==> src/hdl/hwpf_mul.sv <==
`timescale 1ns / 1ps
`default_nettype none
module hwpf_mul (
   input  wire logic        clock,
   input  wire logic [31:0] a,
   input  wire logic [31:0] b,
   output logic      [63:0] prod
);

   logic [63:0] prod_ff;

   // register the product every cycle
   always_ff @(posedge clock) begin
      prod_ff <= 64'(a) * 64'(b);
   end

   assign prod = prod_ff;

endmodule
`default_nettype wire

==> config.mk <==
export PLATFORM = sky130hd
export DESIGN_NAME = hwpf_mul
export DESIGN_NICKNAME = d
export VERILOG_FILES = /design/src/hdl/hwpf_mul.sv
export SDC_FILE = /design/constraint.sdc
export NUM_CORES = 2
export LEC_CHECK = 0
export ABC_AREA = 1
export CORE_MARGIN = 1
export CORE_UTILIZATION = 40
export DETAILED_ROUTE_END_ITERATION = 10
export DONT_BUFFER_PORTS = 1
export PLACE_DENSITY = 0.62
export SYNTH_ARGS = -nofsm -noshare
export SYNTH_HDL_FRONTEND = slang
export SYNTH_SLANG_ARGS = --single-unit
==> constraint.sdc <==
create_clock -name clock -period 9.6 [get_ports clock]
set_input_delay 0.48 -clock clock [delete_from_list [all_inputs] [get_ports clock]]
set_output_delay 0.48 -clock clock [all_outputs]
set_load 0.1 [all_outputs]
== Word-level counts from Yosys, hierarchy flattened ==
Index checks and enable logic that the tools add are counted.

* Bits of input ports: 65
* Logic and storage cells: 2
* Output and inout bits: 64
* Bits in registers: 64

* Multiply operators: 1

{| class="wikitable"
|+ Operator list
! kind !! count
|-
| $mul A32 B32 Y64 || 1
|}

== Longest topological paths before layout ==
* Depth in word-level cells: 1
* Gate-level depth with buffers: 30
* Depth with buffers taken out: 29

== Worst setup path after synthesis ==
OpenSTA, ideal clock, no wires.

* Path kind: in2reg
* From: input a[25]
* To: register prod_ff[60], in the netlist prod[60]
* Stages on the path: 26
* Library setup time: 112 ps
* Path slack: 3306 ps
* Arrival: 6182 ps
* Required time: 9488 ps
* Path buffers: 1
* Cell sequence: clkbuf_1 > nand2_1 > fa_1 > inv_1 > fa_1 > inv_1 > fa_1 > inv_1 > fa_1 > fa_1 > fa_1 > fa_1 > inv_1 > fa_1 > inv_1 > ha_1 > nand2_1 > nand2_1 > a21oi_1 > nand2_1 > nand2_1 > nand2_1 > a21oi_1 > nand2_1 > nand2_1 > nand2_1

* Word-level cells in the longest chain between the ends: 1

{| class="wikitable"
|+ Ends and longest elaborated chain
! what !! RTL line !! text
|-
| start: declaration || 5 || <nowiki>input wire logic [31:0] a,</nowiki>
|-
| $mul A32 B32 Y64 || 14 || <nowiki>prod_ff <= 64'(a) * 64'(b);</nowiki>
|-
| end signal: assignment || 14 ||
|-
| end: declaration || 10 || <nowiki>logic [63:0] prod_ff;</nowiki>
|}

No other way between the ends.

== Final worst setup path ==
* From: input a[16]
* To: register prod_ff[26], in the netlist prod[26]

The elaborated chain is that of the path after synthesis.

==> out/metrics.yaml <==
outcome:
  status: "finished clean"
global_route:
  grt_pass1_vias: 30800
  grt_max_degree: 33
  grt_pass1_wl_mm: 167
  antenna_found_initial: 0
  globalRouteOverflowTotal: 0
  grt_usage: 0.225
layout:
  antenna_cells: 0
  area_delta_synth_final_pct: 2.97
  layout_common_cells: "1723 x inv_1, 1566 x nand2_1, 896 x fa_1"
  n_fill_cell: 9612
  final_cell_area_mm2: 0.0385
  final_common_cell: "inv_1"
  drive_gt1_frac: 0.0163
  largest_reg_flops: 64
  nNetsFinal: 6066
sta:
  drv_slew: 0
  fin_setup_tns_ns: 0
  rsz0062_at_grt: "false"
  report.final.hold_viol_count: 0
  fin_crit_ns: 6.46
  period_share: 0.673
  setup_violations: 0
  relSlewSlack: 0.224
  worst_pin_slew_ns: 1.16
  fmax_ghz: 0.155
drt:
  dr_total_vias: 28500
  avgViaCountPerCell: 4.68
  initialDrtViolationCount: 1629
  dr.pass1.iters: 5
  wirelength_mm: 101
  ant_nets: 0
  drc: 0
  wl_per_cell_um: 16.6
cts:
  cts_resized: 0
  cts_tree: "done"
  cts_hold_buf: 0
  cts-root-buf: "clkbuf_16"
  cts-htree-levels: 3
  cts_made_buffers: 9
  post_cts_buffers: 0
  cts.sinks: 64
  clockBufferDepth: 2
  path_clk_slew_ns: 0.07
synthesis:
  ys_top_cells_by_area: "fa_1 48%, inv_1 17%, nand2_1 16%"
  ys_warn_count: 0
  syn_nets: 6247
  yosys_register_bits: 64
  synth_cell_types: 23
  syn_inst: 5023
  synth_top_area_cell: "fa_1"
  synth_seq_area_share: 0.0343
  synth_top_area_frac: 0.480
  netlist_area_mm2: 0.0374
  syn_avg_cell_area_um2: 7.45
die:
  core_mm2: 0.0921
  die_y_um: 308
  rows: 111
  io_pins: 129
  die_area_mm2: 0.0947
  die_w_um: 308
  initial_utilization: 0.406
critical_path:
  cp-end-kind: "flop"
  startpoint_type: "input port"
  cp_common_cell: "fa_1"
  cp_num_buf_inv: 5
  cpMaxStageDelayCell: "fa_1"
  critical_path_class: "in -> reg"
  cp_slowest_stage_delay_ns: 0.55
  path_cells: "nand2_1, inv_1, fa_1, inv_1, fa_1, fa_1, fa_1, inv_1, fa_1, inv_1, fa_1, inv_1, fa_1, fa_1, ha_1, nand2_1, nor2_1, nand2_1, nor2_1, nand2_1, nand3_2, xor2_1"
  path_delay_family: "adder cells"
  path_max_fanout: 32
  cp.arrival_ns: 6.65
  startpoint: "a[16]"
  required_ns: 9.79
min_path:
  worstHoldPathType: "in -> reg"
  min_from: "a[0]"
place:
  dp_hpwl_mm: 84.8
  place_congestion: 0.930
  io_buffers: 0
  postPlaceCellArea_mm2: 0.0382
flow_run:
  cap_violations: 0
[through the flow]
step / hold WS, ns / setup WS [ns] / std cells / util
3_3_place_gp: 0.584 / 2.85 / 6074 / 0.415
4_1_cts: 0.221 / 3.26 / 6090 / 0.418
6_report: 0.232 / 3.14 / 6090 / 0.418
2_1_floorplan: 0.578 / 3.31 / 5023 / -
5_1_grt: 0.250 / 2.98 / 6090 / 0.418
3_5_place_dp: 0.591 / 2.94 / 6074 / 0.415
[per-layer routing]
metal / part of all wire / routed length (µm) / vias to the layer above / track usage
li1: - / - / 13300 / -
met1: 0.41 / 41400 / 14300 / 0.288
met2: 0.50 / 50700 / 829 / 0.397
met3: 0.063 / 6430 / 150 / 0.0319
met4: 0.028 / 2820 / 0 / 0.0583
met5: 0 / 0 / - / 0
[synth_stat cells (all sizes together)]
library cell     n
o21ai            2
clkbuf         192
xor2            33
nand2         1581
fa             896
nor3            18
a21oi           43
inv           1735
nand4           16
nor2           101
ha             263
dfxtp           64
nand3           65
xnor2            2
o21bai          12
[final timing paths]
kind	to	slack (ns)	cells after the start
worst max-delay path	prod[26]$_DFF_P_	3.14	22
worst min-delay path	prod[0]$_DFF_P_	0.23	2
[kinds of logic after synthesis]
kind of cell             share of synthesized area
flip-flops                                  0.0343
AO/OA/AOI/OAI                              0.00853
XOR/XNOR                                   0.00820
AND/OR/NAND/NOR                              0.188
adder cells (fa/ha/maj)                      0.568
buffers and inverters                        0.193
[final cells by class]
class,instances,area [µm²],share of cell area
Clock buffer,11,243,0.00630
Multi-Input combinational cell,3032,28900,0.750
Sequential cell,64,1280,0.0333
Clock inverter,5,32.5,0.000845
Tap cell,1243,1560,0.0404
Inverter,1735,6510,0.169
Power is not shown: default switching activity piles up to over one toggle a cycle in this logic, so the estimate is an artifact.
