===== config.mk =====
export PLATFORM = sky130hd
export DESIGN_NAME = hwpf_div
export DESIGN_NICKNAME = d
export VERILOG_FILES = /design/src/hdl/hwpf_pkg.sv /design/src/hdl/hwpf_div.sv
export SDC_FILE = /design/constraint.sdc
export NUM_CORES = 1
export LEC_CHECK = 0
export BUFFER_PORTS_ARGS = -buffer_cell sky130_fd_sc_hd__buf_4
export CORE_UTILIZATION = 40
export DETAILED_ROUTE_END_ITERATION = 7
export GPL_ROUTABILITY_DRIVEN = 0
export PLACE_DENSITY = 0.65
export SETUP_SLACK_MARGIN = 0.1
export SLEW_MARGIN = 20
export SYNTH_ARGS = -nofsm -noshare
export SYNTH_HDL_FRONTEND = slang
export SYNTH_SLANG_ARGS = --single-unit
export TNS_END_PERCENT = 20

===== constraint.sdc =====
create_clock -name clock -period 13.1 [get_ports clock]
set_input_delay 0 -clock clock [delete_from_list [all_inputs] [get_ports clock]]
set_output_delay 0 -clock clock [all_outputs]
set_load 0.05 [all_outputs]

===== src/hdl/hwpf_pkg.sv =====
`timescale 1ns / 1ps
`default_nettype none
package hwpf_pkg;

   localparam int FRAC_BITS     = 16;
   localparam int MAX_NEIGHBORS = 64;
   localparam int CNT_W         = $clog2(MAX_NEIGHBORS + 1);
   localparam int SUM_W         = 48;
   localparam int ACC_W         = 96;
   localparam int CSR_AW        = 5;

   // iterative unit widths and steps
   localparam int DIV_STEP   = 4;
   localparam int DIV_ITER   = 64 / DIV_STEP;
   localparam int DIV_CW     = $clog2(DIV_ITER);
   localparam int SQRT_STEP  = 2;
   localparam int SQRT_ITER  = 32 / SQRT_STEP;
   localparam int SQRT_CW    = $clog2(SQRT_ITER);

   localparam logic [46:0] CAP47 = {47{1'b1}};
   localparam logic [62:0] CAP62 = {1'b1, 62'd0};

   // register indexes
   localparam logic [2:0] REG_K_ATT    = 3'd0;
   localparam logic [2:0] REG_K_REP    = 3'd1;
   localparam logic [2:0] REG_D_SAFE   = 3'd2;
   localparam logic [2:0] REG_INV_MASS = 3'd3;
   localparam logic [2:0] REG_MISSION  = 3'd4;

   typedef struct packed {
      logic        start;
      logic [63:0] dividend;
      logic [31:0] divisor;
   } div_req_type;

   typedef struct packed {
      logic        start;
      logic [63:0] radicand;
   } sqrt_req_type;

   function automatic logic [31:0] abs32(input logic signed [31:0] v);
      abs32 = v[31] ? 32'(-v) : 32'(v);
   endfunction

   function automatic logic [SUM_W-1:0] sat48(input logic signed [SUM_W+1:0] v);
      if (v > $signed({3'b000, CAP47})) begin
         sat48 = {1'b0, CAP47};
      end else if (v < -$signed({3'b000, CAP47}) - 50'sd1) begin
         sat48 = {1'b1, 47'd0};
      end else begin
         sat48 = v[SUM_W-1:0];
      end
   endfunction

endpackage
`default_nettype wire


===== src/hdl/hwpf_div.sv =====
`timescale 1ns / 1ps
`default_nettype none
module hwpf_div (
   input  wire logic                 clock,
   input  wire logic                 reset,
   input  wire hwpf_pkg::div_req_type req,
   output logic                      done,
   output logic [63:0]               quotient
);

   logic [31:0]                 rem_ff, rem_in;
   logic [63:0]                 quo_ff, quo_in;
   logic [31:0]                 dsr_ff, dsr_in;
   logic [hwpf_pkg::DIV_CW-1:0] cnt_ff, cnt_in;
   logic                        busy_ff, busy_in;
   logic                        done_ff, done_in;
   logic [32:0]                 trial;

   // restoring division, a few quotient bits per cycle
   always_comb begin
      rem_in  = rem_ff;
      quo_in  = quo_ff;
      dsr_in  = dsr_ff;
      cnt_in  = cnt_ff;
      busy_in = busy_ff;
      done_in = 1'b0;
      trial   = '0;
      if (req.start) begin
         rem_in  = '0;
         quo_in  = req.dividend;
         dsr_in  = req.divisor;
         cnt_in  = hwpf_pkg::DIV_CW'(hwpf_pkg::DIV_ITER - 1);
         busy_in = 1'b1;
      end else if (busy_ff) begin
         for (int i = 0; i < hwpf_pkg::DIV_STEP; i++) begin
            trial  = {rem_in, quo_in[63]};
            quo_in = {quo_in[62:0], 1'b0};
            if (trial >= {1'b0, dsr_ff}) begin
               trial     = trial - {1'b0, dsr_ff};
               quo_in[0] = 1'b1;
            end
            rem_in = trial[31:0];
         end
         cnt_in = cnt_ff - 1'b1;
         if (cnt_ff == '0) begin
            busy_in = 1'b0;
            done_in = 1'b1;
         end
      end
   end

   always_ff @(posedge clock) begin
      if (reset) begin
         busy_ff <= 1'b0;
         done_ff <= 1'b0;
         cnt_ff  <= '0;
         rem_ff  <= '0;
         quo_ff  <= '0;
         dsr_ff  <= '0;
      end else begin
         busy_ff <= busy_in;
         done_ff <= done_in;
         cnt_ff  <= cnt_in;
         rem_ff  <= rem_in;
         quo_ff  <= quo_in;
         dsr_ff  <= dsr_in;
      end
   end

   assign done     = done_ff;
   assign quotient = quo_ff;

endmodule
`default_nettype wire


==> After elaboration in Yosys (flattened, before gate mapping) <==
Index checks and enable logic that the tools add are counted.
{ "classes": {"bitwise": 1, "magnitude_cmp": 4, "reduce_logical": 4, "mux": 22, "n_addsub": 5} }
{ "ops": {"columns": ["cell", "count"], "rows": [
  ["$mux W32", 10],
  ["$ge A33 B32 Y1", 4],
  ["$mux W64", 2],
  ["$sub A32 B32 Y32", 4],
  ["$mux W1", 8],
  ["$mux W4", 2],
  ["$logic_not A4 Y1", 1],
  ["$sub A4 B1 Y4 const B", 1],
  ["$reduce_or A3 Y1", 1],
  ["$reduce_bool A2 Y1", 1],
  ["$reduce_or A2 Y1", 1],
  ["$not A1 Y1", 1]
]} }
{ "word_totals": {"reg_bits": 134, "output_inout_bits": 65} }

==> Logic depth before layout (Yosys ltp) <==
{ "logic_depth": {"word_depth": 16, "mapped_depth": 55} }

==> Least setup slack after synthesis <==
No wires, ideal clock.
{ "synth_path": {"path_kind": "reg-to-reg", "start": "reg quo_ff[63], in the netlist quotient[63]", "end": "reg rem_ff[9]", "stages_incl_launch_ff": 50, "synth_period_minus_slack_ns": 11.117, "path_slack_ns": 1.983, "arrival_ns": 11.014, "path_cell_list": "dfxtp_1 -> inv_1 -> ha_1 -> inv_1 -> fa_1 -> a211oi_1 -> o21bai_1 -> a221o_1 -> a2111o_1 -> a41oi_1 -> xnor2_1 -> mux2i_1 -> inv_1 -> ha_1 -> buf_2 -> o21a_1 -> nor2_1 -> nor4b_1 -> [14 not listed] -> o21a_1 -> clkbuf_1 -> nor2_1 -> buf_2 -> mux2i_1 -> mux2i_1 -> ha_1 -> a2111o_1 -> o2111ai_1 -> a2111oi_0 -> o31ai_1 -> a21oi_1 -> a221oi_1 -> o31a_1 -> a21bo_1 -> buf_4 -> mux2i_1 -> a2111oi_2"} }
{ "synth_between": {"elab_chain_cells": 14, "elab_cells_between_ends": 18} }
{ "synth_rtl": {"columns": ["element", "line_no", "source"], "rows": [
  ["from (decl)", "hwpf_div.sv:12", "logic [63:0] quo_ff, quo_in;"],
  ["from (signal assigned)", "hwpf_div.sv:65", "quo_ff <= quo_in;"],
  ["$sub A32 B32 Y32 / $ge A33 B32 Y1 (equally long branches)", "hwpf_div.sv:39, hwpf_div.sv:38", null],
  ["$mux W32 *", "hwpf_div.sv:38", "if (trial >= {1'b0, dsr_ff}) begin"],
  ["$mux W32 *", "hwpf_div.sv:34", "end else if (busy_ff) begin"],
  ["$mux W32 *", "hwpf_div.sv:28", "if (req.start) begin"],
  ["$sub A32 B32 Y32 / $ge A33 B32 Y1 (equally long branches)", "hwpf_div.sv:39, hwpf_div.sv:38", null],
  ["$mux W32 *", "hwpf_div.sv:38", null],
  ["$mux W32 *", "hwpf_div.sv:34", null],
  ["$mux W32 *", "hwpf_div.sv:28", null],
  ["$sub A32 B32 Y32 / $ge A33 B32 Y1 (equally long branches)", "hwpf_div.sv:39, hwpf_div.sv:38", null],
  ["$mux W32 *", "hwpf_div.sv:38", null],
  ["$mux W32 *", "hwpf_div.sv:34", null],
  ["$mux W32 *", "hwpf_div.sv:28", null],
  ["$sub A32 B32 Y32 / $ge A33 B32 Y1 (equally long branches)", "hwpf_div.sv:39, hwpf_div.sv:38", null],
  ["$mux W32 *", "hwpf_div.sv:38", null],
  ["to (signal assigned)", "hwpf_div.sv:64", "rem_ff <= rem_in;"],
  ["to (decl)", "hwpf_div.sv:11", "logic [31:0] rem_ff, rem_in;"]
]} }
Mark *: on every way between the ends. The rest lies on a longest branch, timed or not. The select of a mux whose other input is x is not followed.
A chain may end at the register's enable or synchronous reset.

==> Worst setup path after layout <==
{ "layout_path": {"start": "reg dsr_ff[1]", "end": "reg rem_ff[30]"} }
{ "layout_between": {"elab_chain_cells": 14, "elab_cells_between_ends": 18} }
{ "layout_rtl": {"columns": ["element", "line_no", "source"], "rows": [
  ["from (decl)", "hwpf_div.sv:13", "logic [31:0] dsr_ff, dsr_in;"],
  ["from (signal assigned)", "hwpf_div.sv:66", "dsr_ff <= dsr_in;"],
  ["$sub A32 B32 Y32 / $ge A33 B32 Y1 (equally long branches)", "hwpf_div.sv:39, hwpf_div.sv:38", null],
  ["$mux W32", "hwpf_div.sv:38", null],
  ["$mux W32", "hwpf_div.sv:34", null],
  ["$mux W32", "hwpf_div.sv:28", null],
  ["$sub A32 B32 Y32 / $ge A33 B32 Y1 (equally long branches)", "hwpf_div.sv:39, hwpf_div.sv:38", null],
  ["$mux W32", "hwpf_div.sv:38", null],
  ["$mux W32", "hwpf_div.sv:34", null],
  ["$mux W32", "hwpf_div.sv:28", null],
  ["$sub A32 B32 Y32 / $ge A33 B32 Y1 (equally long branches)", "hwpf_div.sv:39, hwpf_div.sv:38", null],
  ["$mux W32", "hwpf_div.sv:38", null],
  ["$mux W32", "hwpf_div.sv:34", null],
  ["$mux W32", "hwpf_div.sv:28", null],
  ["$sub A32 B32 Y32 / $ge A33 B32 Y1 (equally long branches)", "hwpf_div.sv:39, hwpf_div.sv:38", null],
  ["$mux W32 *", "hwpf_div.sv:38", null]
]} }
Marks and branches as above.

==> results_dict.tcl <==
set metrics [dict create \
    synth_cell_types 87 \
    clock_skew_ps 13.31 \
    yosysTopAreaCell "dfxtp_1" \
    drive_gt1_share_pct 12.65 \
    synth_area_um2 14100 \
    grt_antenna_before_repair 0 \
    grtUsageTotal_pct 29.23 \
    grt_pass1_wl_mm 81.88 \
    synth_area_leaders "dfxtp_1 (19%), ha_1 (11%), mux2i_1 (9.2%)" \
    hp-class "primary input to flop" \
    grtUsageMet1_pct 37.84 \
    htreeDepth 4 \
    synth-seq-cells 134 \
    n_fill_cell 3327 \
    cp_num_buf_inv 4 \
    die_x_um 189.8 \
    grt_pass1_vias 14839 \
    portBuffers 163 \
    syn_inst 1925 \
    crit_top_cell "ha_1" \
    clk_pin_slew_ps 70 \
    cpPeakStageDelay_ps 700 \
    setup_violations 0 \
    finalHoldViolations 0 \
    vias 15632 \
    clock-sinks 134 \
    cts_buffers 17 \
    syn_nets 2157 \
    die_area_um2 36010 \
    insertion_delay_ps 460 \
    synth_top_area_share_pct 19.03 \
    drv_slew 0 \
    max_cap_violations 0 \
    overflow 0 \
    synthTopCellsByCount "nor2_1 (266), a21oi_1 (216), nand2_1 (164)" \
    initial_core_util_pct 40.72 \
    yosys.area_share.simple_pct 20.55 \
    path_class "flop to flop" \
    worst_slew_pin_slew_ps 1094 \
    nNetsFinal 2361 \
    die_h_um 189.8 \
    register_area_um2 2686 \
    yosysSeqAreaShare_pct 19.03 \
    antennaDiodeCount 0 \
    ys.flop_type "dfxtp_1" \
    synth-compound-area-share_pct 26.54 \
    ios 164 \
    synthMuxAreaShare_pct 10.36 \
    multi_input_area_um2 10770 \
    pre_cts_ws_ps 387.3 \
    cts_root_buf "clkbuf_16" \
    firstDrtPassIters 8 \
    grt.busiest_layer "met2" \
    rsz0062_at_grt "false" \
    setup_tns_ps 0 \
    syn_to_final_growth_pct 22.62 \
    grt_max_degree 93 \
    synth.most_common_cell "nor2_1" \
    gr-usage-met2_pct 47.00 \
    outcome "finished, final reports clean" \
    fin_crit_ps 12420 \
    synth-edff-count 0 \
    synth_fa_ha_area_share_pct 12.02 \
    clk_path_buf_depth 2 \
    timing.final.crit_share_pct 94.79 \
    max_freq_mhz 80.53 \
    critPathArrivalTime_ps 12800 \
    start_kind "flop" \
    synth_top_family_by_area "compound AO/OA/AOI/OAI gates" \
    crit_required_ps 13480 \
    dp_hpwl_mm 39.85 \
    layout.cells.non_filler 2597 \
    wl_per_cell_um 20.52 \
    drtIter0Drc 1661 \
    relSlewSlack_pct 27.06 \
    cpLargestDelayFamily "compound AO/OA/AOI/OAI gates" \
    cts_tree "yes" \
    ant_nets 0 \
    dpl.cell_count 2468 \
    yosys_warnings 0 \
    placementRows 68 \
    synth-xor-area-share_pct 6.522 \
    drc 0 \
    viasPerCell 6.019 \
    setup_slack_ps 682.6 \
    cts_setup_buffers 0 \
    crit_path_max_fanout 29 \
    crit_slowest_cell "nor4_1" \
    wl_mm 53.29 \
    synth_area_per_cell_um2 7.325 \
    async_flop_share_pct 0 \
    crit_path_end_kind "flop" \
    grt_use_met3_pct 6.383 \
    coreArea_um2 34630 \
]
[cells by family after synthesis]
family	count (synthesis)
AO/OA/AOI/OAI	594
AND/OR/NAND/NOR	639
flip-flops	134
buffers and inverters	176
multiplexers	144
adder cells (fa/ha/maj)	133
XOR/XNOR	105
[state kept, by name, summed over array words and instances (netlist names)]
signal and flops:
done 1, rem_ff 32, quotient 64, cnt_ff 4, dsr_ff 32, busy_ff 1
[layer usage]
layer	wire, um	vias up
met5	0	-
met4	1866	0
met3	5273	121
met2	23830	835
met1	22320	7302
li1	-	7374
[cell usage in the layout, fill, tap and decap left out, types with 6 or more instances in the layout]
| master | n |
|---|---|
| nand4_1 | 23 |
| ha_1 | 129 |
| nor2_1 | 264 |
| a311oi_1 | 6 |
| a211oi_1 | 14 |
| dfxtp_1 | 133 |
| or3_1 | 11 |
| mux2_2 | 15 |
| xor2_1 | 41 |
| and3_1 | 11 |
| and2_1 | 10 |
| clkbuf_16 | 18 |
| o211ai_1 | 13 |
| buf_4 | 181 |
| o21bai_1 | 11 |
| o31ai_1 | 9 |
| nand2b_1 | 12 |
| mux2i_1 | 129 |
| nor3_1 | 34 |
| a22oi_1 | 6 |
| nand2_1 | 164 |
| nor2b_1 | 15 |
| a21o_1 | 65 |
| nor4_1 | 9 |
| xnor2_1 | 64 |
| a21oi_1 | 216 |
| o21ai_0 | 112 |
| inv_1 | 81 |
| dlygate4sd3_1 | 96 |
| nand3_1 | 46 |
| a31oi_1 | 38 |
| o21a_1 | 21 |
[final cells by class]
type                       count  area share (%)
tap                          455           3.293
multi-input combinational   1616           62.27
timing repair buffer         279           13.60
inverter                      81           1.759
clock buffer                  18           2.605
clock inverter                14          0.9336
sequential                   134           15.54
[final timing paths]
| check | cells after the start | start | slack [ps] | end |
|---|---|---|---|---|
| worst max-delay path | 45 | dsr_ff[1]$_SDFFE_PP0P_ | 680 | rem_ff[30]$_SDFFE_PP0P_ |
| worst min-delay path | 2 | reset | 20 | quotient[21]$_SDFFE_PP0P_ |
| worst max register to register | 45 | dsr_ff[1]$_SDFFE_PP0P_ | 680 | rem_ff[30]$_SDFFE_PP0P_ |
| worst min register to register | 2 | dsr_ff[10]$_SDFFE_PP0P_ | 490 | dsr_ff[10]$_SDFFE_PP0P_ |
[per-stage QoR]
stage / area [um^2] / util, % / hold WS (ps)
after CTS: 17250 / 49.82 / 32.44
after global routing: 17290 / 49.93 / 56.28
after detailed placement: 15680 / 45.27 / 233.6
after global placement: 15680 / 45.27 / 225.5
after floorplan: 14100 / - / 76.00
final: 17290 / 49.93 / 19.23
[what timing repair did]
item                                    in CTS  in global routing
gates resized for setup                      0                  7
endpoints found under the setup margin       0                 33
hold endpoints to repair                    96                  0
hold buffers                                96                  0
Power is not shown: default switching activity piles up to over one toggle a cycle in this logic, so the estimate is an artifact.
