## config.mk

```make
export PLATFORM = sky130hd
export DESIGN_NAME = hwpf_sqrt
export DESIGN_NICKNAME = d
export VERILOG_FILES = /design/src/hdl/hwpf_pkg.sv /design/src/hdl/hwpf_sqrt.sv
export SDC_FILE = /design/constraint.sdc
export NUM_CORES = 1
export LEC_CHECK = 0
export BUFFER_PORTS_ARGS = -buffer_cell sky130_fd_sc_hd__buf_4
export CAP_MARGIN = 10
export CORE_MARGIN = 1.5
export CORE_UTILIZATION = 45
export DETAILED_ROUTE_END_ITERATION = 7
export PLACE_DENSITY = 0.64
export SYNTH_ARGS = -nofsm -noshare
export SYNTH_HDL_FRONTEND = slang
export SYNTH_SLANG_ARGS = --single-unit
```

## constraint.sdc

```tcl
create_clock -name clock -period 15.08 [get_ports clock]
set_input_delay 2.262 -clock clock [delete_from_list [all_inputs] [get_ports clock]]
set_output_delay 2.262 -clock clock [all_outputs]
set_load 0.02 [all_outputs]
```

## src/hdl/hwpf_pkg.sv

```systemverilog
`timescale 1ns / 1ps
`default_nettype none
package hwpf_pkg;

   localparam int FRAC_BITS     = 16;
   localparam int MAX_NEIGHBORS = 64;
   localparam int CNT_W         = $clog2(MAX_NEIGHBORS + 1);
   localparam int SUM_W         = 48;
   localparam int ACC_W         = 96;
   localparam int CSR_AW        = 5;

   // iterative unit widths and steps
   localparam int DIV_STEP   = 4;
   localparam int DIV_ITER   = 64 / DIV_STEP;
   localparam int DIV_CW     = $clog2(DIV_ITER);
   localparam int SQRT_STEP  = 2;
   localparam int SQRT_ITER  = 32 / SQRT_STEP;
   localparam int SQRT_CW    = $clog2(SQRT_ITER);

   localparam logic [46:0] CAP47 = {47{1'b1}};
   localparam logic [62:0] CAP62 = {1'b1, 62'd0};

   // register indexes
   localparam logic [2:0] REG_K_ATT    = 3'd0;
   localparam logic [2:0] REG_K_REP    = 3'd1;
   localparam logic [2:0] REG_D_SAFE   = 3'd2;
   localparam logic [2:0] REG_INV_MASS = 3'd3;
   localparam logic [2:0] REG_MISSION  = 3'd4;

   typedef struct packed {
      logic        start;
      logic [63:0] dividend;
      logic [31:0] divisor;
   } div_req_type;

   typedef struct packed {
      logic        start;
      logic [63:0] radicand;
   } sqrt_req_type;

   function automatic logic [31:0] abs32(input logic signed [31:0] v);
      abs32 = v[31] ? 32'(-v) : 32'(v);
   endfunction

   function automatic logic [SUM_W-1:0] sat48(input logic signed [SUM_W+1:0] v);
      if (v > $signed({3'b000, CAP47})) begin
         sat48 = {1'b0, CAP47};
      end else if (v < -$signed({3'b000, CAP47}) - 50'sd1) begin
         sat48 = {1'b1, 47'd0};
      end else begin
         sat48 = v[SUM_W-1:0];
      end
   endfunction

endpackage
`default_nettype wire

```

## src/hdl/hwpf_sqrt.sv

```systemverilog
`timescale 1ns / 1ps
`default_nettype none
module hwpf_sqrt (
   input  wire logic                  clock,
   input  wire logic                  reset,
   input  wire hwpf_pkg::sqrt_req_type req,
   output logic                       done,
   output logic [31:0]                root
);

   logic [33:0]                  rem_ff, rem_in;
   logic [31:0]                  root_ff, root_in;
   logic [63:0]                  rad_ff, rad_in;
   logic [hwpf_pkg::SQRT_CW-1:0] cnt_ff, cnt_in;
   logic                         busy_ff, busy_in;
   logic                         done_ff, done_in;
   logic [35:0]                  work;
   logic [35:0]                  trial;

   // digit-by-digit root, two radicand bits per digit
   always_comb begin
      rem_in  = rem_ff;
      root_in = root_ff;
      rad_in  = rad_ff;
      cnt_in  = cnt_ff;
      busy_in = busy_ff;
      done_in = 1'b0;
      work    = '0;
      trial   = '0;
      if (req.start) begin
         rem_in  = '0;
         root_in = '0;
         rad_in  = req.radicand;
         cnt_in  = hwpf_pkg::SQRT_CW'(hwpf_pkg::SQRT_ITER - 1);
         busy_in = 1'b1;
      end else if (busy_ff) begin
         for (int i = 0; i < hwpf_pkg::SQRT_STEP; i++) begin
            work   = {rem_in, rad_in[63:62]};
            rad_in = {rad_in[61:0], 2'b00};
            trial  = {2'b00, root_in, 2'b01};
            if (work >= trial) begin
               work    = work - trial;
               root_in = {root_in[30:0], 1'b1};
            end else begin
               root_in = {root_in[30:0], 1'b0};
            end
            rem_in = work[33:0];
         end
         cnt_in = cnt_ff - 1'b1;
         if (cnt_ff == '0) begin
            busy_in = 1'b0;
            done_in = 1'b1;
         end
      end
   end

   always_ff @(posedge clock) begin
      if (reset) begin
         busy_ff <= 1'b0;
         done_ff <= 1'b0;
         cnt_ff  <= '0;
         rem_ff  <= '0;
         root_ff <= '0;
         rad_ff  <= '0;
      end else begin
         busy_ff <= busy_in;
         done_ff <= done_in;
         cnt_ff  <= cnt_in;
         rem_ff  <= rem_in;
         root_ff <= root_in;
         rad_ff  <= rad_in;
      end
   end

   assign done = done_ff;
   assign root = root_ff;

endmodule
`default_nettype wire

```

Word level (Yosys, flattened, before mapping)
Cells that the tools add are included.
{ "op_classes": {"n_addsub": 3, "magnitude_cmp": 2, "n_mux": 16, "bitwise_logic": 1, "reduce_logical": 4} }
{ "ops": {"columns": ["op", "n"], "rows": [
  ["2-to-1 mux 34 bit", 4],
  ["2-to-1 mux 64 bit", 2],
  ["greater-or-equal comparator 36 x 34 -> 1 bit", 2],
  ["subtractor 34 bit", 2],
  ["2-to-1 mux 32 bit", 2],
  ["2-to-1 mux 4 bit", 2],
  ["2-to-1 mux 1 bit", 6],
  ["logical NOT 4 bit", 1],
  ["subtractor 4 x 1 -> 4 bit (second input constant)", 1],
  ["OR reduction 3 bit", 1],
  ["nonzero test 2 bit", 1],
  ["OR reduction 2 bit", 1],
  ["NOT 1 bit", 1]
]} }
{ "totals": {"reg_bits": 136, "input_bits": 67, "wordCells": 32} }

Logic depth before layout (Yosys ltp)
Gate-level depths: netlist of the first run.
{ "depth": {"ltp_word": 6, "depth_mapped": 29} }

Least setup slack after synthesis of the first run
OpenSTA, ideal clock, no wires.
{ "synth_timing": {"path_type": "register to register", "from": "register root_ff[8] (netlist: root[8])", "to": "register rem_ff[12]", "setup_ns": 0.132, "t_arrival_ns": 5.593, "t_required_ns": 14.948, "slack_ns": 9.354, "path_stages_with_launch": 29, "n_path_buf": 6, "synth_period_minus_slack_ns": 5.726, "cell_sequence": "dfxtp_1 -> inv_1 -> ha_1 -> and3_1 -> o31a_1 -> o311ai_4 -> a31oi_4 -> or3_1 -> buf_6 -> inv_6 -> clkbuf_1 -> buf_1 -> nand2_1 -> o31ai_1 -> ha_1 -> clkbuf_1 -> nand4_1 -> nor4_1 -> nand2_1 -> nor2_1 -> a211o_1 -> a221o_1 -> a211oi_2 -> o31ai_2 -> or2_1 -> buf_2 -> buf_6 -> mux2i_1 -> a21oi_1"} }
{ "synth_between": {"elab_chain_len": 6} }
{ "synth_lines": {"columns": ["item", "line", "source"], "rows": [
  ["start, declared", "hwpf_sqrt.sv:12", "logic [31:0] root_ff, root_in;"],
  ["start signal, assigned", "hwpf_sqrt.sv:70", "root_ff <= root_in;"],
  ["subtractor 34 bit or greater-or-equal comparator 36 x 34 -> 1 bit (tied branches)", "hwpf_sqrt.sv:42, hwpf_sqrt.sv:41", null],
  ["2-to-1 mux 34 bit or 2-to-1 mux 1 bit (tied branches)", "hwpf_sqrt.sv:41", "if (work >= trial) begin"],
  ["2-to-1 mux 34 bit or 2-to-1 mux 32 bit (tied branches)", "hwpf_sqrt.sv:36", "end else if (busy_ff) begin"],
  ["2-to-1 mux 34 bit or 2-to-1 mux 32 bit (tied branches)", "hwpf_sqrt.sv:30", "if (req.start) begin"],
  ["subtractor 34 bit or greater-or-equal comparator 36 x 34 -> 1 bit (tied branches)", "hwpf_sqrt.sv:42, hwpf_sqrt.sv:41", null],
  ["2-to-1 mux 34 bit *", "hwpf_sqrt.sv:41", null],
  ["end signal, assigned", "hwpf_sqrt.sv:69", "rem_ff <= rem_in;"],
  ["end, declared", "hwpf_sqrt.sv:11", "logic [33:0] rem_ff, rem_in;"]
]} }
Every way passes the cells marked *; elsewhere a longest branch is shown, timed or not. The select of a mux whose other input is x is not followed.
A chain may end at the register's enable or synchronous reset.

Worst setup path in the final report of the first run
{ "layout_timing": {"from": "register root_ff[16] (netlist: root[16])", "to": "register rem_ff[16]"} }
{ "layout_between": {"elab_chain_len": 6} }
{ "layout_lines": {"columns": ["item", "line"], "rows": [
  ["greater-or-equal comparator 36 x 34 -> 1 bit or subtractor 34 bit (tied branches)", "hwpf_sqrt.sv:41, hwpf_sqrt.sv:42"],
  ["2-to-1 mux 34 bit or 2-to-1 mux 1 bit (tied branches)", "hwpf_sqrt.sv:41"],
  ["2-to-1 mux 34 bit or 2-to-1 mux 32 bit (tied branches)", "hwpf_sqrt.sv:36"],
  ["2-to-1 mux 34 bit or 2-to-1 mux 32 bit (tied branches)", "hwpf_sqrt.sv:30"],
  ["subtractor 34 bit or greater-or-equal comparator 36 x 34 -> 1 bit (tied branches)", "hwpf_sqrt.sv:42, hwpf_sqrt.sv:41"],
  ["2-to-1 mux 34 bit *", "hwpf_sqrt.sv:41"]
]} }
Marks and branches as above.

==> flow_summary.toml, run 1 <==
[outcome]
status = "finished, final reports clean"

[place]
place.gp.congestion = 0.948
io_buffers = 99
hpwlAfterDp_um = 19600

[routing]
drt-initial-drc-count = 610
dr.pass1.iters = 5
wl_per_cell_um = 16.9
ant_nets = 0
wl_um = 27400
via_count = 9224
vias_per_cell = 5.68
remaining_drc_errors = 0

[die]
die_h_um = 151
dieWidth_um = 151
ios = 100
die-area_sq_um = 22800
std_cell_rows = 53
start_util = 0.463
coreArea_sq_um = 21300

[timing]
worst_slew_pin_slew_ps = 1140
rsz0062_at_grt = "false"
setup_tns_ps = 0
post-route-period-util = 0.455
setup_viol = 0
min_period_ps = 6860
max_freq_ghz = 0.146
hold_viol = 0
maxSlewViolCount = 0
skew_ps = 15.5
slew_headroom = 0.219

[min_path]
hp-start = "cnt_ff[3]"
hp-class = "flip-flop to flip-flop"
hold_depth = 1
hold_end = "done"

[clock_network]
post_cts_buffers = 0
cts_buffer_depth = 2
path_clk_slew_ps = 70
clock_latency_ps = 440
ctsResizeCount = 0
cts_made_buffers = 17
cts_tree = "yes"
clock_sinks = 136
cts-root-buf = "clkbuf_16"
cts.hold.buffers_added = 0
ctsHtreeMaxLevel = 4

[synthesis]
synth_area_sq_um = 9860
synth_top_family_by_area = "compound AO/OA/AOI/OAI gates"
seq_area_frac_synth = 0.276
synth_nets = 1422
ys_seq_elements = 136
netlist_instances = 1286
synth_warnings = 0
avgSynthCellArea_sq_um = 7.67
synth-async-reset-ratio = 0
synth.area.mux_share = 0.108
synth_xor_area_frac = 0.0567
yosys.area_share.adder = 0.0876
synth_compound_area_frac = 0.237
synth_cell_type_count = 73
yosys.area_share.simple = 0.186
ys.flop_type = "dfxtp_1"
synth-edff-count = 0

[job]
max-cap-violations = 0

[grt]
grt_antenna_before_repair = 1
grtUsageTotal = 0.244
overflow = 0
grt_pass1_wl_um = 43900
grt_max_degree = 97
grt_pass1_vias = 8624

[finish]
drive_above_1_share = 0.114
nets = 1473
diodes = 0
fillers = 2059
syn_to_final_growth_pct = 14.8

[critical_path]
crit_slowest_cell = "a221oi_1"
path_cells = "inv_1, ha_1, a21oi_1, nand2_1, a221oi_1, a31oi_4, or3_1, inv_6, o21ai_0, ha_1, nand4_1, nor4_1, nand2_1, nor2_1, a211o_1, a221o_1, a211oi_2, o31ai_2, or2_1, buf_4, mux2i_1, a21oi_1"
end_kind = "flip-flop"
rr_startpoint = "root[16]"
crit_type = "flip-flop to flip-flop"
crit_fanout = 63
rr_worst_depth = 22
cp_data_required_time_ps = 15370
max_stage_delay_ps = 690
cp.arrival_ps = 7140
r2r_setup_slack_ps = 8220
start_kind = "flip-flop"
r2r_end = "rem_ff[16]"
cells in the final DEF, fill, tap and decap left out, drive strengths merged, types with 4 or more instances in the layout:
cell     instances
nor2           209
a21oi          138
dfxtp          136
mux2i          105
buf            104
nand2           96
o21ai           94
ha              69
inv             57
a21o            40
xnor2           37
xor2            26
a31oi           23
clkbuf          17
nand4           16
nand3           14
and3            13
nor3            13
and2            11
nor4             9
nand2b           9
a21boi           8
nor2b            7
o31ai            7
a211oi           7
and4             6
o21a             6
a2111oi          6
o21bai           5
nor3b            5
a41oi            4
a221oi           4
o22ai            4
a31o             4
kinds of logic (layout without fill, tap and decap cells):
| kind of cell | after synthesis | count (layout) |
|---|---|---|
| adder cells (fa/ha/maj) | 69 | 69 |
| flip-flops | 136 | 136 |
| XOR/XNOR | 63 | 63 |
| AND/OR/NAND/NOR | 416 | 416 |
| buffers and inverters | 119 | 183 |
| AO/OA/AOI/OAI | 377 | 377 |
| multiplexers | 106 | 106 |
per-stage QoR:
step | setup WS (ps) | hold slack (ps) | area (sq um) | instances | util
after floorplan | 9350 | 444 | 9860 | 1286 | -
after global placement | 8420 | 477 | 10700 | 1593 | 0.502
after detailed placement | 8330 | 482 | 10700 | 1593 | 0.502
after CTS | 8300 | 505 | 11300 | 1625 | 0.532
after global routing | 7730 | 531 | 11300 | 1625 | 0.532
final | 8220 | 498 | 11300 | 1625 | 0.532
metal layers:
layer | track usage | part of all wire | up-vias
met2 | 0.398 | 0.46 | 254
li1 | - | - | 4691
met5 | 0 | 0.00047 | -
met4 | 0.0796 | 0.026 | 2
met1 | 0.316 | 0.45 | 4227
met3 | 0.0560 | 0.059 | 50
final cells by class:
type / instances / area, sq um / share of cell area
Inverter: 47 / 181 / 0.0160
Multi-Input combinational cell: 1031 / 6660 / 0.588
Sequential cell: 136 / 2730 / 0.241
Timing Repair Buffer: 104 / 781 / 0.0690
Tap cell: 275 / 344 / 0.0304
Clock inverter: 15 / 200 / 0.0177
Clock buffer: 17 / 425 / 0.0376
flip-flops by register name, summed over array words and instances (netlist names):
signal   count
cnt_ff       4
done         1
rad_ff      64
busy_ff      1
root        32
rem_ff      34
Yosys cell counts, drive strengths merged (4+ instances only):
| master | number | area (sq um) |
|---|---|---|
| a2111oi | 6 | 58.8 |
| a211oi | 7 | 57.6 |
| a21boi | 8 | 60.1 |
| a21o | 40 | 300 |
| a21oi | 138 | 694 |
| a221oi | 4 | 35.0 |
| a31o | 4 | 35.0 |
| a31oi | 23 | 159 |
| a41oi | 4 | 35.0 |
| and2 | 11 | 68.8 |
| and3 | 13 | 81.3 |
| and4 | 6 | 52.6 |
| buf | 15 | 83.8 |
| clkbuf | 57 | 214 |
| dfxtp | 136 | 2720 |
| ha | 69 | 863 |
| inv | 47 | 181 |
| mux2i | 105 | 1050 |
| nand2 | 96 | 360 |
| nand2b | 9 | 56.3 |
| nand3 | 14 | 70.1 |
| nand4 | 16 | 100 |
| nor2 | 209 | 787 |
| nor2b | 7 | 43.8 |
| nor3 | 13 | 65.1 |
| nor3b | 5 | 37.5 |
| nor4 | 9 | 56.3 |
| o21a | 6 | 45.0 |
| o21ai | 94 | 470 |
| o21bai | 5 | 37.5 |
| o22ai | 4 | 25.0 |
| o31ai | 7 | 57.6 |
| xnor2 | 37 | 332 |
| xor2 | 26 | 228 |
critical path, delay by kind of cell, from the launching register on:
family | cells | cell delay [ps]
compound gates | 9 | 2030
fa+ha+maj | 2 | 830
buf+inv | 3 | 980
flops | 1 | 380
mux | 1 | 290
simple gates | 7 | 2170
worst max-delay path by stage:
stage                     startpoint         end  slack, ps
after floorplan              root[8]  rem_ff[12]       9350
after global placement      root[16]  rem_ff[16]       8420
after detailed placement    root[16]  rem_ff[16]       8330
after CTS                   root[16]  rem_ff[16]       8300
after global routing        root[16]  rem_ff[12]       7730
final                       root[16]  rem_ff[16]       8220
Power of run 1 is left out: the tool's default activity adds up to more than one toggle a clock period on the data nets, which glitch-free logic cannot reach.
==> run 2: changes to the inputs <==
Settings changed: PLACE_DENSITY 0.64 to 0.66.
Clock period 15.08 ns to 6.1 ns, I/O delays scaled along.
==> flow_summary.toml, run 2 (synthesis results as in run 1) <==
[place]
io_buffers = 99
place.gp.congestion = 0.927
hpwlAfterDp_um = 20500

[timing]
hold_viol = 0
post-route-period-util = 0.953
max_freq_ghz = 0.172
setup_tns_ps = 0
min_period_ps = 5810
slew_headroom = 0.225
setup_viol = 0
worst_slew_pin_slew_ps = 1160
maxSlewViolCount = 0
skew_ps = 10.9
rsz0062_at_grt = "false"

[routing]
drt-initial-drc-count = 629
vias_per_cell = 5.73
remaining_drc_errors = 0
wl_um = 27800
dr.pass1.iters = 6
via_count = 9493
ant_nets = 0
wl_per_cell_um = 16.8

[min_path]
hold_depth = 1
hp-class = "flip-flop to flip-flop"
hp-start = "cnt_ff[3]"
hold_end = "done"

[die]
coreArea_sq_um = 21300
start_util = 0.463
die-area_sq_um = 22800
dieWidth_um = 151
ios = 100
die_h_um = 151
std_cell_rows = 53

[finish]
final_util = 0.543
drive_above_1_share = 0.137
final_common_cell = "nor2_1"
nets = 1505
layout_common_cells = "207 x nor2_1, 137 x a21oi_1, 135 x dfxtp_1"
top_register = "rad_ff"
syn_to_final_growth_pct = 17.3
largest_reg_flops = 64
diodes = 0

[outcome]
status = "finished, final reports clean"

[clock_network]
cts-root-buf = "clkbuf_16"
cts_tree = "yes"
ctsHtreeMaxLevel = 4
clock_sinks = 136
cts_made_buffers = 17
clock_latency_ps = 440
cts.hold.buffers_added = 0
path_clk_slew_ps = 70
cts_buffer_depth = 2
post_cts_buffers = 0

[critical_path]
rr_startpoint = "root[7]"
end_kind = "flip-flop"
crit_slowest_cell = "a2111oi_1"
max_stage_delay_ps = 420
cp_data_required_time_ps = 6370
r2r_setup_slack_ps = 290
rr_worst_depth = 24
cp_top_family = "compound AO/OA/AOI/OAI gates"
path_buf_inv = 2
start_kind = "flip-flop"
path_cells = "inv_1, ha_1, and3_1, o31a_1, o311ai_4, nand4_1, a41o_1, a2111oi_1, nor3_1, xor2_1, mux2_2, ha_1, nand2_1, nor4_2, nand2_1, nor2_1, a211o_1, a221o_1, a211oi_2, o31ai_2, or2_4, buf_6, mux2i_1, a21oi_1"
r2r_end = "rem_ff[8]"
crit_type = "flip-flop to flip-flop"
cp.arrival_ps = 6090
crit_fanout = 16

[grt]
grt_max_degree = 127
grtUsageTotal = 0.249
grt_pass1_wl_um = 44800
grt_antenna_before_repair = 0
grt_pass1_vias = 8860
overflow = 0

[job]
max-cap-violations = 0
run 2: changes by cell type in the layout (fill, tap and decap cells not counted), moves of 2 or more:
cell      previous run  this run
clkinv_8             2         0
buf_4              104       134
inv_6                6         4
inv_8                5         9
run 2: per-layer routing:
metal | routed length, um | part of all wire | GRT usage | vias to the layer above
met5 | 0 | 0 | 0 | -
met4 | 754 | 0.027 | 0.0937 | 0
met3 | 1650 | 0.059 | 0.0605 | 52
met2 | 12900 | 0.46 | 0.410 | 262
met1 | 12500 | 0.45 | 0.314 | 4423
li1 | - | - | - | 4756
run 2: repair_timing:
action,CTS,global route
setup endpoints to repair,0,23
gates resized for setup,0,5
endpoints found under the hold margin,0,0
run 2: worst max-delay path by stage:
stage,depth (start not counted),end,from
after global placement,25,rem_ff[12],root[0]
after global routing,19,rem_ff[33],root[31]
final,24,rem_ff[8],root[7]
after CTS,25,rem_ff[8],root[0]
after floorplan,28,rem_ff[12],root[8]
after detailed placement,24,rem_ff[8],root[0]
run 2: final cells by class:
class                           count  area (sq um)
Timing Repair Buffer              136          1040
Inverter                           47           181
Tap cell                          275           344
Clock inverter                     15           173
Sequential cell                   136          2730
Fill cell                        2079          9720
Clock buffer                       17           425
Multi-Input combinational cell   1031          6680
run 2: metrics by stage:
stage          setup WS (ps)  area [sq um]  hold WS (ps)  cells
2_1_floorplan            374          9860           444   1286
3_3_place_gp             336         10900           471   1625
3_5_place_dp             197         10900           461   1625
4_1_cts                  147         11500           487   1657
5_1_grt                 22.1         11600           532   1657
6_report                 289         11600           489   1657
Power of run 2 is left out for the same reason.
==> run 3: changes to the inputs <==
Settings changed: CORE_UTILIZATION 45 to 28, PLACE_DENSITY 0.66 to 0.44, TNS_END_PERCENT set to 30.
Clock period 6.1 ns to 6 ns, I/O delays scaled along.
==> flow_summary.toml, run 3 (synthesis results as in run 1) <==
[routing]
remaining_drc_errors = 0
vias_per_cell = 5.07
ant_nets = 0
wl_per_cell_um = 17.2
wl_um = 32100
drt-initial-drc-count = 531
dr.pass1.iters = 7
via_count = 9455

[place]
place.gp.congestion = 0.851
io_buffers = 99
hpwlAfterDp_um = 24100
placed_cells = 1834

[clock_network]
clock_sinks = 136
cts_tree = "yes"
clock_latency_ps = 450
cts_made_buffers = 17
ctsResizeCount = 0
cts.hold.buffers_added = 0
path_clk_slew_ps = 60
ctsHtreeMaxLevel = 4
post_cts_buffers = 0
cts_buffer_depth = 2
cts-root-buf = "clkbuf_16"

[die]
die_h_um = 191
start_util = 0.285
dieWidth_um = 191
die-area_sq_um = 36300
coreArea_sq_um = 34600
ios = 100
std_cell_rows = 68

[timing]
max_freq_ghz = 0.175
worst_slew_pin_slew_ps = 967
setup_viol = 0
slew_headroom = 0.355
hold_viol = 0
maxSlewViolCount = 0
min_period_ps = 5730
post-route-period-util = 0.955
skew_ps = 14.1

[finish]
layout_common_cells = "206 x nor2_1, 163 x buf_4, 136 x a21oi_1"
nets = 1534
syn_to_final_growth_pct = 21.7
diodes = 0
largest_reg_flops = 64
fin_cells = 1866
final_common_cell = "nor2_1"
fillers = 3718
top_register = "rad_ff"
drive_above_1_share = 0.157

[critical_path]
end_kind = "flip-flop"
start_kind = "flip-flop"
crit_fanout = 16
crit_type = "flip-flop to flip-flop"
cp_data_required_time_ps = 6290
cp.arrival_ps = 6020

[grt]
grt_antenna_before_repair = 0
grtUsageTotal = 0.180
grt_max_degree = 72
grt_pass1_vias = 9226
overflow = 0
grt_pass1_wl_um = 51000

[job]
max-cap-violations = 0

[outcome]
status = "finished, final reports clean"

[min_path]
hp-class = "flip-flop to flip-flop"
## run 3: changes by cell type in the layout (fill, tap and decap cells not counted), sizes merged
cell    change
buf        +29
bufinv      -1
clkinv      +5
inv         -4
## run 3: routing by layer
metal / global-route usage / part of all wire
met5: 0 / 0
met3: 0.0478 / 0.057
met4: 0.0485 / 0.015
met1: 0.239 / 0.48
met2: 0.286 / 0.45
## run 3: cell type report
class / count / area [sq um] / area share
multi-input cells: 1031 / 6700 / 0.558
inverters: 47 / 184 / 0.0153
clock inverters: 15 / 135 / 0.0113
well taps: 455 / 569 / 0.0474
clock buffers: 17 / 425 / 0.0354
flip-flops and latches: 136 / 2730 / 0.227
repair buffers: 165 / 1260 / 0.105
## run 3: final timing paths
check / cells after the start / startpoint / endpoint / slack [ps]
max: 24 / root[0] / rem_ff[12] / 270
min: 1 / cnt_ff[3] / done / 490
max reg2reg: 24 / root[0] / rem_ff[12] / 270
min reg2reg: 1 / cnt_ff[3] / done / 490
## run 3: worst max-delay path: stages (launching register included)
cell and delay, ps:
dfxtp_1 370, inv_1 90, ha_1 350, nor2b_1 160, o31ai_1 390, a211o_1 320, nand4_1 180, a41o_2 370
a2111oi_1 380, nor3_1 120, xor2_1 150, mux2_2 280, ha_1 320, nand2_1 120, nor4_2 70, nand2_1 100
nor2_1 50, a211o_1 290, a221o_1 350, a211oi_2 180, o31ai_2 100, or2_1 310, buf_12 180, mux2i_1 230
a21oi_1 100
## run 3: metrics by stage
| step | setup slack, ps | hold slack (ps) | utilization | instance area, sq um | setup TNS, ps |
|---|---|---|---|---|---|
| after detailed placement | 106 | 468 | 0.329 | 11400 | 0 |
| after global routing | -21.5 | 511 | 0.347 | 12000 | -53.8 |
| after global placement | 160 | 481 | 0.329 | 11400 | 0 |
| after CTS | 96.9 | 491 | 0.346 | 12000 | 0 |
| after floorplan | 274 | 444 | - | 9860 | 0 |
| final | 270 | 486 | 0.347 | 12000 | 0 |
Power of run 3 is left out for the same reason.
